--- config.mk ---
export PLATFORM = sky130hd
export DESIGN_NAME = brew_scale_mode_controller_unit
export DESIGN_NICKNAME = d
export VERILOG_FILES = /design/src/rtl/core/bsmc_pkg.sv /design/src/rtl/core/brew_scale_mode_controller_unit.sv /design/src/rtl/core/bsmc_csr.sv /design/src/rtl/core/bsmc_step.sv
export SDC_FILE = /design/constraint.sdc
export NUM_CORES = 1
export LEC_CHECK = 0
export ABC_AREA = 1
export BUFFER_PORTS_ARGS = -buffer_cell sky130_fd_sc_hd__buf_2
export CAP_MARGIN = 20
export CORE_AREA = 3 3 203 205
export DETAILED_ROUTE_END_ITERATION = 8
export DIE_AREA = 0 0 206 208
export GPL_TIMING_DRIVEN = 1
export PLACE_DENSITY = 0.56
export SKIP_CTS_REPAIR_TIMING = 1
export SYNTH_ARGS = -nofsm -noshare
export SYNTH_HDL_FRONTEND = slang
export SYNTH_SLANG_ARGS = --single-unit
--- constraint.sdc ---
create_clock -name clock -period 11.29 [get_ports clock]
set_input_delay 1.6935 -clock clock [delete_from_list [all_inputs] [get_ports clock]]
set_output_delay 1.6935 -clock clock [all_outputs]
set_load 0.005 [all_outputs]
--- src/rtl/core/bsmc_pkg.sv ---
// Shared types, codes and constants of the brew scale mode controller.
package bsmc_pkg;

   localparam int TIME_BITS_DEFAULT = 32;
   localparam int CSR_ADDR_BITS     = 4;
   localparam int CSR_DATA_BITS     = 32;
   localparam int REQ_DATA_BITS     = 64;
   localparam int REQ_USER_BITS     = 2;
   localparam int RSP_DATA_BITS     = 8;

   localparam int WEIGHT_BITS  = 20;
   localparam int TARGET_BITS  = 18;
   localparam int STIME_BITS   = 16;
   localparam int EPS_BITS     = 10;
   localparam int STAMP_BITS   = 32;

   localparam logic [TARGET_BITS-1:0] TARGET_RESET = 18'd1800;
   localparam logic [STIME_BITS-1:0]  STIME_RESET  = 16'd2000;
   localparam logic [EPS_BITS-1:0]    EPS_RESET    = 10'd30;

   localparam logic [1:0] REG_TARGET_WEIGHT  = 2'd0;
   localparam logic [1:0] REG_STABLE_TIME_MS = 2'd1;
   localparam logic [1:0] REG_STABLE_EPSILON = 2'd2;

   localparam logic [1:0] OP_EVENT  = 2'd0;
   localparam logic [1:0] OP_MODE   = 2'd1;
   localparam logic [1:0] OP_UPDATE = 2'd2;

   localparam logic [2:0] EV_ESTOP  = 3'd0;
   localparam logic [2:0] EV_ERROR  = 3'd1;
   localparam logic [2:0] EV_CUP    = 3'd2;
   localparam logic [2:0] EV_START  = 3'd3;
   localparam logic [2:0] EV_STOP   = 3'd4;
   localparam logic [2:0] EV_TARGET = 3'd5;
   localparam logic [2:0] EV_MOVED  = 3'd6;
   localparam logic [2:0] EV_STABLE = 3'd7;

   localparam logic MODE_MILL = 1'b0;
   localparam logic MODE_BREW = 1'b1;

   typedef enum logic [2:0] {
      ST_IDLE      = 3'd0,
      ST_GRINDING  = 3'd1,
      ST_ESP_IDLE  = 3'd2,
      ST_PULL_SHOT = 3'd3,
      ST_PULLING   = 3'd4,
      ST_COMPLETE  = 3'd5,
      ST_ERROR     = 3'd6
   } state_type;

   typedef struct packed {
      logic [TARGET_BITS-1:0] target_weight;
      logic [STIME_BITS-1:0]  stable_time_ms;
      logic [EPS_BITS-1:0]    stable_epsilon;
   } cfg_type;

   typedef struct packed {
      logic [1:0]             op;
      logic [2:0]             event_code;
      logic                   mode_req;
      logic [WEIGHT_BITS-1:0] weight_now;
      logic [STAMP_BITS-1:0]  time_now_ms;
      logic                   motor_timed_out;
      logic                   motor_is_running;
   } item_type;

   typedef struct packed {
      state_type              machine_state;
      logic                   machine_mode;
      logic [WEIGHT_BITS-1:0] session_start_weight;
      logic                   tracking_armed;
      logic [WEIGHT_BITS-1:0] reference_weight;
      logic                   error_latched;
      logic                   motor_seen_running;
   } ctl_type;

   typedef struct packed {
      logic      error_flag;
      logic      motor_on;
      logic      motor_stop;
      logic      motor_start;
      logic      mode_now;
      logic [2:0] state_now;
   } rsp_type;

   typedef struct packed {
      logic      take;
      state_type nxt;
   } ev_result_type;

endpackage

--- src/rtl/core/brew_scale_mode_controller_unit.sv ---
// Top level of the brew scale mode controller: stream channels, state and result registers.
//
// Items arrive on the req_ stream: tuser carries the item kind (event, mode
// request, periodic update), tdata the event code, requested mode, weight,
// millisecond timestamp and motor status. Every item gives exactly one result
// on the rsp_ stream with state, mode, motor start/stop pulses, the motor
// running flag and the sticky error flag. Target weight, stable time and
// stable epsilon are set through the csr_ APB port; the user writes them only
// while idle, which the block itself does not enforce. An accepted item sits
// in the input register, where the single pass of next-state logic runs; the
// result register loads when the item advances, and the result leaves from it.
// One item per cycle is sustained while the receiver takes the results.
// When the receiver stalls, the result register holds and the input register
// takes one more item; req_tready then drops until the result is taken.
// Reset clears both channels, restores the register defaults and puts the
// controller in idle, grinder mode, with the error flag clear.
module brew_scale_mode_controller_unit #(
   parameter int TIME_BITS = bsmc_pkg::TIME_BITS_DEFAULT
) (
   input  logic                                clock,
   input  logic                                reset,
   input  logic                                req_tvalid,
   output logic                                req_tready,
   // [2:0] event_code, [3] mode_req, [23:4] weight_now, [55:24] time_now_ms,
   // [56] motor_timed_out, [57] motor_is_running, [63:58] zero
   input  logic [bsmc_pkg::REQ_DATA_BITS-1:0]  req_tdata,
   // [1:0] op
   input  logic [bsmc_pkg::REQ_USER_BITS-1:0]  req_tuser,
   output logic                                rsp_tvalid,
   input  logic                                rsp_tready,
   // [2:0] state_now, [3] mode_now, [4] motor_start, [5] motor_stop,
   // [6] motor_on, [7] error_flag
   output logic [bsmc_pkg::RSP_DATA_BITS-1:0]  rsp_tdata,
   input  logic                                csr_psel,
   input  logic                                csr_penable,
   input  logic                                csr_pwrite,
   input  logic [bsmc_pkg::CSR_ADDR_BITS-1:0]  csr_paddr,
   input  logic [bsmc_pkg::CSR_DATA_BITS-1:0]  csr_pwdata,
   output logic [bsmc_pkg::CSR_DATA_BITS-1:0]  csr_prdata,
   output logic                                csr_pready
);

   bsmc_pkg::cfg_type    cfg;
   bsmc_pkg::item_type   item_ff, item_in;
   logic                 in_valid_ff, in_valid_in;
   logic                 out_valid_ff, out_valid_in;
   bsmc_pkg::rsp_type    out_ff, out_in;
   bsmc_pkg::ctl_type    ctl_ff, ctl_in;
   logic [TIME_BITS-1:0] steady_ff, steady_in;
   bsmc_pkg::ctl_type    ctl_next;
   logic [TIME_BITS-1:0] steady_next;
   bsmc_pkg::rsp_type    rsp_next;
   logic                 advance;
   logic                 take_req;

   bsmc_csr u_csr (
      .clock       (clock),
      .reset       (reset),
      .csr_psel    (csr_psel),
      .csr_penable (csr_penable),
      .csr_pwrite  (csr_pwrite),
      .csr_paddr   (csr_paddr),
      .csr_pwdata  (csr_pwdata),
      .csr_prdata  (csr_prdata),
      .csr_pready  (csr_pready),
      .cfg         (cfg)
   );

   bsmc_step #(.TIME_BITS(TIME_BITS)) u_step (
      .item         (item_ff),
      .cfg          (cfg),
      .ctl          (ctl_ff),
      .steady_since (steady_ff),
      .ctl_next     (ctl_next),
      .steady_next  (steady_next),
      .rsp          (rsp_next)
   );

   assign advance    = in_valid_ff & (~out_valid_ff | rsp_tready);
   assign req_tready = ~in_valid_ff | advance;
   assign take_req   = req_tvalid & req_tready;
   assign rsp_tvalid = out_valid_ff;
   assign rsp_tdata  = out_ff;

   always_comb begin
      item_in                  = item_ff;
      in_valid_in              = in_valid_ff & ~advance;
      out_valid_in             = out_valid_ff & ~rsp_tready;
      out_in                   = out_ff;
      ctl_in                   = ctl_ff;
      steady_in                = steady_ff;
      if (take_req) begin
         in_valid_in              = 1'b1;
         item_in.op               = req_tuser;
         item_in.event_code       = req_tdata[2:0];
         item_in.mode_req         = req_tdata[3];
         item_in.weight_now       = req_tdata[23:4];
         item_in.time_now_ms      = req_tdata[55:24];
         item_in.motor_timed_out  = req_tdata[56];
         item_in.motor_is_running = req_tdata[57];
      end
      if (advance) begin
         out_valid_in = 1'b1;
         out_in       = rsp_next;
         ctl_in       = ctl_next;
         steady_in    = steady_next;
      end
   end

   always_ff @(posedge clock) begin
      if (reset) begin
         in_valid_ff  <= 1'b0;
         out_valid_ff <= 1'b0;
         ctl_ff.machine_state        <= bsmc_pkg::ST_IDLE;
         ctl_ff.machine_mode         <= bsmc_pkg::MODE_MILL;
         ctl_ff.session_start_weight <= '0;
         ctl_ff.tracking_armed       <= 1'b0;
         ctl_ff.reference_weight     <= '0;
         ctl_ff.error_latched        <= 1'b0;
         ctl_ff.motor_seen_running   <= 1'b0;
         steady_ff                   <= '0;
      end else begin
         in_valid_ff  <= in_valid_in;
         out_valid_ff <= out_valid_in;
         ctl_ff       <= ctl_in;
         steady_ff    <= steady_in;
      end
   end

   always_ff @(posedge clock) begin
      item_ff <= item_in;
      out_ff  <= out_in;
   end

endmodule

--- src/rtl/core/bsmc_csr.sv ---
// APB register bank for target weight, stable time and stable epsilon.
module bsmc_csr (
   input  logic                                clock,
   input  logic                                reset,
   input  logic                                csr_psel,
   input  logic                                csr_penable,
   input  logic                                csr_pwrite,
   input  logic [bsmc_pkg::CSR_ADDR_BITS-1:0]  csr_paddr,
   input  logic [bsmc_pkg::CSR_DATA_BITS-1:0]  csr_pwdata,
   output logic [bsmc_pkg::CSR_DATA_BITS-1:0]  csr_prdata,
   output logic                                csr_pready,
   output bsmc_pkg::cfg_type                   cfg
);

   bsmc_pkg::cfg_type cfg_ff, cfg_in;
   logic              wr_en;
   logic [1:0]        reg_idx;

   assign csr_pready = 1'b1;
   assign wr_en      = csr_psel & csr_penable & csr_pwrite & csr_pready;
   assign reg_idx    = csr_paddr[3:2];
   assign cfg        = cfg_ff;

   always_comb begin
      cfg_in = cfg_ff;
      if (wr_en) begin
         case (reg_idx)
            bsmc_pkg::REG_TARGET_WEIGHT:
               cfg_in.target_weight  = csr_pwdata[bsmc_pkg::TARGET_BITS-1:0];
            bsmc_pkg::REG_STABLE_TIME_MS:
               cfg_in.stable_time_ms = csr_pwdata[bsmc_pkg::STIME_BITS-1:0];
            bsmc_pkg::REG_STABLE_EPSILON:
               cfg_in.stable_epsilon = csr_pwdata[bsmc_pkg::EPS_BITS-1:0];
            default: ;
         endcase
      end
   end

   always_comb begin
      case (reg_idx)
         bsmc_pkg::REG_TARGET_WEIGHT:
            csr_prdata = {14'd0, cfg_ff.target_weight};
         bsmc_pkg::REG_STABLE_TIME_MS:
            csr_prdata = {16'd0, cfg_ff.stable_time_ms};
         bsmc_pkg::REG_STABLE_EPSILON:
            csr_prdata = {22'd0, cfg_ff.stable_epsilon};
         default:
            csr_prdata = '0;
      endcase
   end

   always_ff @(posedge clock) begin
      if (reset) begin
         cfg_ff.target_weight  <= bsmc_pkg::TARGET_RESET;
         cfg_ff.stable_time_ms <= bsmc_pkg::STIME_RESET;
         cfg_ff.stable_epsilon <= bsmc_pkg::EPS_RESET;
      end else begin
         cfg_ff <= cfg_in;
      end
   end

endmodule

--- src/rtl/core/bsmc_step.sv ---
// Next-state and result logic for one item of the scale controller.
module bsmc_step #(
   parameter int TIME_BITS = bsmc_pkg::TIME_BITS_DEFAULT
) (
   input  bsmc_pkg::item_type    item,
   input  bsmc_pkg::cfg_type     cfg,
   input  bsmc_pkg::ctl_type     ctl,
   input  logic [TIME_BITS-1:0]  steady_since,
   output bsmc_pkg::ctl_type     ctl_next,
   output logic [TIME_BITS-1:0]  steady_next,
   output bsmc_pkg::rsp_type     rsp
);

   function automatic bsmc_pkg::ev_result_type ev_step(
      input bsmc_pkg::state_type st,
      input logic                mode,
      input logic [2:0]          ev
   );
      bsmc_pkg::ev_result_type r;
      r.take = 1'b0;
      r.nxt  = st;
      if (ev == bsmc_pkg::EV_ESTOP) begin
         r.take = 1'b1;
         r.nxt  = bsmc_pkg::ST_IDLE;
      end else if (ev == bsmc_pkg::EV_ERROR) begin
         r.take = 1'b1;
         r.nxt  = bsmc_pkg::ST_ERROR;
      end else if (mode == bsmc_pkg::MODE_MILL) begin
         case (st)
            bsmc_pkg::ST_IDLE: begin
               if (ev == bsmc_pkg::EV_CUP || ev == bsmc_pkg::EV_START) begin
                  r.take = 1'b1;
                  r.nxt  = bsmc_pkg::ST_GRINDING;
               end
            end
            bsmc_pkg::ST_GRINDING: begin
               if (ev == bsmc_pkg::EV_TARGET || ev == bsmc_pkg::EV_STOP) begin
                  r.take = 1'b1;
                  r.nxt  = bsmc_pkg::ST_IDLE;
               end
            end
            default: ;
         endcase
      end else begin
         case (st)
            bsmc_pkg::ST_ESP_IDLE: begin
               if (ev == bsmc_pkg::EV_START) begin
                  r.take = 1'b1;
                  r.nxt  = bsmc_pkg::ST_PULL_SHOT;
               end
            end
            bsmc_pkg::ST_PULL_SHOT: begin
               if (ev == bsmc_pkg::EV_MOVED) begin
                  r.take = 1'b1;
                  r.nxt  = bsmc_pkg::ST_PULLING;
               end else if (ev == bsmc_pkg::EV_STOP) begin
                  r.take = 1'b1;
                  r.nxt  = bsmc_pkg::ST_ESP_IDLE;
               end
            end
            bsmc_pkg::ST_PULLING: begin
               if (ev == bsmc_pkg::EV_STABLE) begin
                  r.take = 1'b1;
                  r.nxt  = bsmc_pkg::ST_COMPLETE;
               end else if (ev == bsmc_pkg::EV_STOP) begin
                  r.take = 1'b1;
                  r.nxt  = bsmc_pkg::ST_ESP_IDLE;
               end
            end
            bsmc_pkg::ST_COMPLETE: begin
               if (ev == bsmc_pkg::EV_STOP) begin
                  r.take = 1'b1;
                  r.nxt  = bsmc_pkg::ST_ESP_IDLE;
               end
            end
            default: ;
         endcase
      end
      return r;
   endfunction

   logic [TIME_BITS-1:0]    now_t;
   logic [TIME_BITS-1:0]    elapsed;
   logic signed [21:0]      gain;
   logic signed [20:0]      w_ext;
   logic signed [20:0]      eps_ext;
   logic [20:0]             ref_diff;
   logic [20:0]             ref_dist;
   logic                    was_motor;
   logic                    now_motor;
   bsmc_pkg::ev_result_type evr;

   assign now_t    = TIME_BITS'(item.time_now_ms);
   assign elapsed  = now_t - steady_since;
   assign gain     = $signed({{2{item.weight_now[19]}}, item.weight_now})
                   - $signed({{2{ctl.session_start_weight[19]}}, ctl.session_start_weight});
   assign w_ext    = $signed({item.weight_now[19], item.weight_now});
   assign eps_ext  = $signed({11'd0, cfg.stable_epsilon});
   assign ref_diff = {item.weight_now[19], item.weight_now}
                   - {ctl.reference_weight[19], ctl.reference_weight};
   assign ref_dist = ref_diff[20] ? (21'd0 - ref_diff) : ref_diff;

   always_comb begin
      ctl_next    = ctl;
      steady_next = steady_since;
      evr.take    = 1'b0;
      evr.nxt     = ctl.machine_state;
      case (item.op)
         bsmc_pkg::OP_EVENT: begin
            evr = ev_step(ctl.machine_state, ctl.machine_mode, item.event_code);
            if (evr.take && ctl.machine_state == bsmc_pkg::ST_IDLE &&
                evr.nxt == bsmc_pkg::ST_GRINDING) begin
               ctl_next.session_start_weight = item.weight_now;
            end
         end
         bsmc_pkg::OP_MODE: begin
            if (item.mode_req != ctl.machine_mode) begin
               if (ctl.machine_state == bsmc_pkg::ST_IDLE &&
                   item.mode_req == bsmc_pkg::MODE_BREW) begin
                  ctl_next.machine_mode = bsmc_pkg::MODE_BREW;
                  evr.take = 1'b1;
                  evr.nxt  = bsmc_pkg::ST_ESP_IDLE;
               end else if (ctl.machine_state == bsmc_pkg::ST_ESP_IDLE &&
                            item.mode_req == bsmc_pkg::MODE_MILL) begin
                  ctl_next.machine_mode = bsmc_pkg::MODE_MILL;
                  evr.take = 1'b1;
                  evr.nxt  = bsmc_pkg::ST_IDLE;
               end
            end
         end
         bsmc_pkg::OP_UPDATE: begin
            ctl_next.motor_seen_running = item.motor_is_running;
            if (item.motor_timed_out) begin
               ctl_next.error_latched = 1'b1;
               evr.take = 1'b1;
               evr.nxt  = bsmc_pkg::ST_ERROR;
            end else begin
               case (ctl.machine_state)
                  bsmc_pkg::ST_GRINDING: begin
                     if (gain >= $signed({4'd0, cfg.target_weight}))
                        evr = ev_step(ctl.machine_state, ctl.machine_mode,
                                      bsmc_pkg::EV_TARGET);
                  end
                  bsmc_pkg::ST_PULL_SHOT: begin
                     if (w_ext > eps_ext)
                        evr = ev_step(ctl.machine_state, ctl.machine_mode,
                                      bsmc_pkg::EV_MOVED);
                  end
                  bsmc_pkg::ST_PULLING: begin
                     if (!ctl.tracking_armed || ref_dist > {11'd0, cfg.stable_epsilon}) begin
                        ctl_next.tracking_armed   = 1'b1;
                        ctl_next.reference_weight = item.weight_now;
                        steady_next               = now_t;
                     end else if (elapsed >= TIME_BITS'(cfg.stable_time_ms)) begin
                        evr = ev_step(ctl.machine_state, ctl.machine_mode,
                                      bsmc_pkg::EV_STABLE);
                     end
                  end
                  default: ;
               endcase
            end
         end
         default: ;
      endcase

      was_motor = (ctl.machine_state == bsmc_pkg::ST_GRINDING) ||
                  (ctl.machine_state == bsmc_pkg::ST_PULL_SHOT);
      now_motor = (evr.nxt == bsmc_pkg::ST_GRINDING) ||
                  (evr.nxt == bsmc_pkg::ST_PULL_SHOT);
      rsp.motor_start = 1'b0;
      rsp.motor_stop  = 1'b0;
      if (evr.take) begin
         ctl_next.machine_state      = evr.nxt;
         ctl_next.motor_seen_running = item.motor_is_running;
         if (evr.nxt == bsmc_pkg::ST_PULLING)
            ctl_next.tracking_armed = 1'b0;
         rsp.motor_start = now_motor & ~was_motor;
         rsp.motor_stop  = was_motor & ~now_motor;
      end

      rsp.state_now     = ctl_next.machine_state;
      rsp.mode_now      = ctl_next.machine_mode;
      rsp.motor_on      = ctl_next.motor_seen_running;
      rsp.error_flag    = ctl_next.error_latched;
   end

endmodule

Yosys cells after proc, flatten, opt, wreduce, memory -nomap -nowiden:

Cells that the tools add are included.

* add/sub/neg operators: 4
* $lt $le $gt $ge: 4
* equal/unequal tests: 21
* mux-type cells: 42
* bitwise gates (word level): 18
* reduce and logical (&&, ||, !) cells: 19

Operators with widths (number)
* 21-bit 2-to-1 mux: 4
* 4-bit 2-to-1 mux: 21
* 18-bit case mux with 3 select lines: 1
* 20-bit by 20-bit subtractor with 21-bit output: 2
* 32-bit by 16-bit >= comparator with 1-bit output: 1
* 32-bit subtractor: 1
* 4-bit case mux with 3 select lines: 2
* 23-bit 2-to-1 mux: 1
* 22-bit by 19-bit >= comparator with 1-bit output: 1
* 3-bit equality test (second input constant): 7
* 21-bit by 10-bit > comparator with 1-bit output: 1
* 1-bit by 21-bit subtractor with 21-bit output (first input constant): 1
* 20-bit by 11-bit > comparator with 1-bit output: 1
* 4-bit case mux with 4 select lines: 1
* 3-bit by 2-bit equality test with 1-bit output (second input constant): 5
* 3-bit by 1-bit equality test with 1-bit output (second input constant): 4
* 1-bit 2-to-1 mux: 10
* 1-bit bitwise AND: 8
* 1-bit inverter: 8
* 4-bit case mux with 2 select lines: 1
* 3-bit logical NOT: 2
* 2-bit AND reduction: 3
* 1-bit logical OR: 5
* 5-bit AND reduction: 1
* 9 further kinds: 16

* bits in registers: 193
* output and inout port bits: 43
* logic and storage cells: 134

Logic depth before layout (Yosys ltp):

* depth after elaboration: 13
* gate-level depth with buffers: 37
* depth with buffers taken out: 36

Modules after synthesis:

From an unflattened synthesis, not the netlist that was laid out.

* cells, all modules: 2490
* area, all modules: 16015.4 µm²

Modules (own cells, without submodules)
* bsmc_step: instances 1, cells each 1568, area an instance 8224.1 µm²
* brew_scale_mode_controller_unit: instances 1, cells each 598, area an instance 5627.9 µm²
* bsmc_csr: instances 1, cells each 324, area an instance 2163.3 µm²

Least setup slack after synthesis:

No wires, ideal clock.

* path type: input to output
* from: input csr_paddr[3] (netlist name)
* to: output csr_prdata[8] (netlist name)
* arrival: 2410 ps
* required time: 9596 ps
* setup slack: 7187 ps
* cell stages on the path: 4
* path through: nor2_1 > clkinv_1 > clkbuf_1 > o221ai_1

* word-level cells in the longest chain between the ends: 2
* elaborated cells on any way between the ends: 4

RTL lines
* start, declared: RTL line brew_scale_mode_controller_unit.sv:37 `input logic [bsmc_pkg::CSR_ADDR_BITS-1:0] csr_paddr,`
* 2-bit equality test (tied with other cells): RTL line bsmc_csr.sv:40 `case (reg_idx)`
* 18-bit case mux with 3 select lines (*): RTL line bsmc_csr.sv:40
* end, declared: RTL line brew_scale_mode_controller_unit.sv:39 `output logic [bsmc_pkg::CSR_DATA_BITS-1:0] csr_prdata,`

Mark *: on every way between the ends. The rest lies on a longest branch, timed or not.

Final worst setup path:

* from: register item_ff[35] (netlist name)
* to: register steady_ff[0]

* word-level cells in the longest chain between the ends: 6

RTL lines
* start, declared: RTL line brew_scale_mode_controller_unit.sv:44 `bsmc_pkg::item_type item_ff, item_in;`
* start signal, assigned: RTL line brew_scale_mode_controller_unit.sv:131 `item_ff <= item_in;`
* 20-bit by 20-bit subtractor with 21-bit output (*): RTL line bsmc_step.sv:100 `- {ctl.reference_weight[19], ctl.reference_weight};`
* 1-bit by 21-bit subtractor with 21-bit output: RTL line bsmc_step.sv:101 `assign ref_dist = ref_diff[20] ? (21'd0 - ref_diff) : ref_diff;`
* 21-bit 2-to-1 mux (*): RTL line bsmc_step.sv:101
* 21-bit by 10-bit > comparator with 1-bit output (*): RTL line bsmc_step.sv:150 `if (!ctl.tracking_armed || ref_dist > {11'd0, cfg.stable_epsilon}) begin`
* 1-bit logical OR (*): RTL line bsmc_step.sv:150
* 5-bit AND reduction (no line) (*)
* end signal, assigned: RTL line brew_scale_mode_controller_unit.sv:126 `steady_ff <= steady_in;`
* end, declared: RTL line brew_scale_mode_controller_unit.sv:49 `logic [TIME_BITS-1:0] steady_ff, steady_in;`

Marked as above.
A chain may end at the register's enable or synchronous reset.

==> impl_results.md <==
- Via count: 12.51k
- Pwr per Cell Area: 111.6 nW/um^2
- P&R area growth vs syn: 11.52%
- Storage element area: 4544 um^2
- Met3 usage: 0.03223
- CP arrival: 6160 ps
- Cell count after synthesis: 1921
- Synth Area in Adders: 0.1199
- Synth top cells by count: nand2_1, inv_1, a21oi_1, nor2_1, o21ai_0
- Cell Rows: 73
- Count leader, synth: nand2_1
- Vias/cell: 4.892
- FFs w/ async S/R, synth: 0
- Power Internal: 1176 uW
- Number of global-route vias before repair: 12.19k
- Maximum vdd ir drop: 0.00008886 V
- First-pass GRT wire length: 60810 um
- Drt drc: 0
- Hold WC Path Type: flop to flop
- Clock Latency Late Sink: 460 ps
- Worst slew pin tran: 920.9 ps
- Yosys reg bits: 193
- Setup TNS: 0 ps
- Switching portion of total power: 0.3127
- Max clock buf depth: 2
- I/O pin cnt: 152
- Multi-input gate area: 7785 um^2
- Synth Area in Compound Gates: 0.1812
- Mapped cell area: 13760 um^2
- Synth top area share: 0.1819
- Final Max Slew Viols: 0
- Clock Power Share: 0.341
- Skew final: 10.64 ps
- Share of cells above drive strength 1: 0.09650
- Core region area: 39640 um^2
- Unrepaired setup endpoints after global routing: no
- CP peak stage delay: 650 ps
- P_sw: 535.2 uW
- Largest family of logic cells by synthesized area: simple AND/OR/NAND/NOR gates
- Largest net degree at the start of global routing: 101
- Comb power frac: 0.214
- Fmax: 171.9 MHz
- GRT busiest layer: met2
- Worst path required time: 11630 ps
- Initial antenna violation count: 0
- Worst r2r path cells: 28
- Final hold vios: 0
- Die ar.: 42850 um^2
- H-tree depth: 4
- Met1 usage in global routing: 0.2135
- Met2 Use GR: 0.3226
- Status: finished clean
- Critical Path Slowest Stage Cell: nand2_4
- Cell mode on critical path: nand2_1
- Final WL: 37710 um
- Final Cycle Share: 0.5153
- Placed Area: 14790 um^2
- Critical path launch point type: flop
- Dominant cell type by area after synthesis: dfxtp_1
- GRT overflow: 0
- Mux contribution to synthesized area: 0
- Critical path endpoint category: flop
- Tot GR Track Use: 0.1776
- Die Ht: 208 um
- CTS root buf: clkbuf_16
- Xor/xnor share of the synthesized area: 0.02992
- Fin crit period: 5818 ps
- Fill count: 4232
- CP startpoint: item_ff[35]
- Syn. warnings: 0
- EDFF count, synth: 68
- DRT iter0 DRCs: 730
- CTS tree: done
- Syn Area/Cell: 7.162 um^2
- Type of the worst setup path: flop to flop
- Worst-path clk slew: 80 ps
- Hold_sp: steady_ff[10]
- Power share of the sequential group: 0.445
- Top_reg_cell synth: dfxtp_1
- Gpl congestion: 0.8823
- Yosys cell types: 49
- Post-synthesis simple-gate area fraction: 0.2304
- Chip Width: 206 um
- Reg2reg start: item_ff[35]
- DPL Wire Length: 30340 um
- Final instance area: 15340 um^2
- Max FO, Critical Path: 100
- Worst Hold Depth: 2
- # port buffers: 114
- N_diodes: 0
- Final setup fails: 0
- Routed len/inst: 14.75 um
- Post-DRT Antenna Nets: 0
- Leakage: 0.006798 uW
- Num Clock Sinks: 193
- CTS Buf Count: 17
- Synth area leaders: dfxtp_1, edfxtp_1, ha_1
- Post-synthesis sequential area ratio: 0.3303
- Slew HR: 0.3860
- Initial core utilization: 0.3471
- Layout Nets: 2257
- DRT Pass-1 Iters: 6
- Max_cap viols: 0
power groups by stage:
stage               clock network (uW)  registers, uW  logic (uW)
floorplan                            0            770         273
global placement                     0            778         361
detailed placement                   0            778         366
CTS                                609            763         369
global route                       636            765         424
finish                             583            762         366
cell families after synthesis:
group           Yosys count
flops                   193
xor+xnor                 47
other cells               2
simple gates            730
compound gates          444
buf+inv                 375
fa+ha+maj               130
sequential cells by signal (all words and copies together), names as in the netlist:
name / count
ctl_ff: 47
in_valid_ff: 1
item_ff: 60
rsp_tdata: 8
rsp_tvalid: 1
steady_ff: 32
u_csr.cfg: 44
cells in the final DEF, fill, tap and decap left out, types with 9 or more instances in the layout:
cell and count:
nor2_2 9, xor2_1 30, ha_1 127, o211ai_1 24, edfxtp_1 68, inv_2 10
conb_1 15, dfxtp_1 125, nor3_1 23, a211oi_1 27, nand3_1 105, a21oi_1 196
clkbuf_16 17, buf_2 114, o221ai_1 9, nand2_2 16, nand2_1 354, o21ai_0 138
nor2_1 161, nand4_1 32, inv_1 312, xnor2_1 17
area by class of cell:
| type | count | area share |
|---|---|---|
| Tap cell | 525 | 0.04281 |
| Inverter | 323 | 0.07902 |
| Sequential cell | 193 | 0.2962 |
| Multi-Input combinational cell | 1366 | 0.5074 |
| Timing Repair Buffer | 117 | 0.03865 |
| Clock buffer | 21 | 0.03001 |
| Clock inverter | 11 | 0.005953 |
routing by layer:
metal	vias to the layer above	part of all wire
met1	5709	0.45
met4	0	0.018
met2	172	0.51
li1	6590	-
met5	-	0
met3	34	0.027
final timing paths:
kind              endpoint  slack [ps]
min          steady_ff[10]         460
max           steady_ff[0]        5470
min reg2reg  steady_ff[10]         460
max reg2reg   steady_ff[0]        5470
through the flow:
stage,worst slack (ps),power [uW],utilization,hold slack [ps],instances
after floorplan,7187,1043,-,429.3,1934
after global placement,5450,1139,0.3731,440.3,2524
after detailed placement,5365,1145,0.3731,451.5,2524
after CTS,5312,1740,0.3871,462.1,2556
after global routing,4857,1825,0.3871,479.0,2556
final,5472,1712,0.3871,457.9,2556
worst max-delay path, delay by kind of cell, from the launching register on:
family / cells / cell delay [ps]
and+or+nand+nor: 13 / 2230
AOI/OAI and AO/OA: 8 / 1130
buffers and inverters: 5 / 1120
adders and majority gates: 2 / 710
DFF: 1 / 480
No activity file was read; power rests on OpenSTA's default activity.
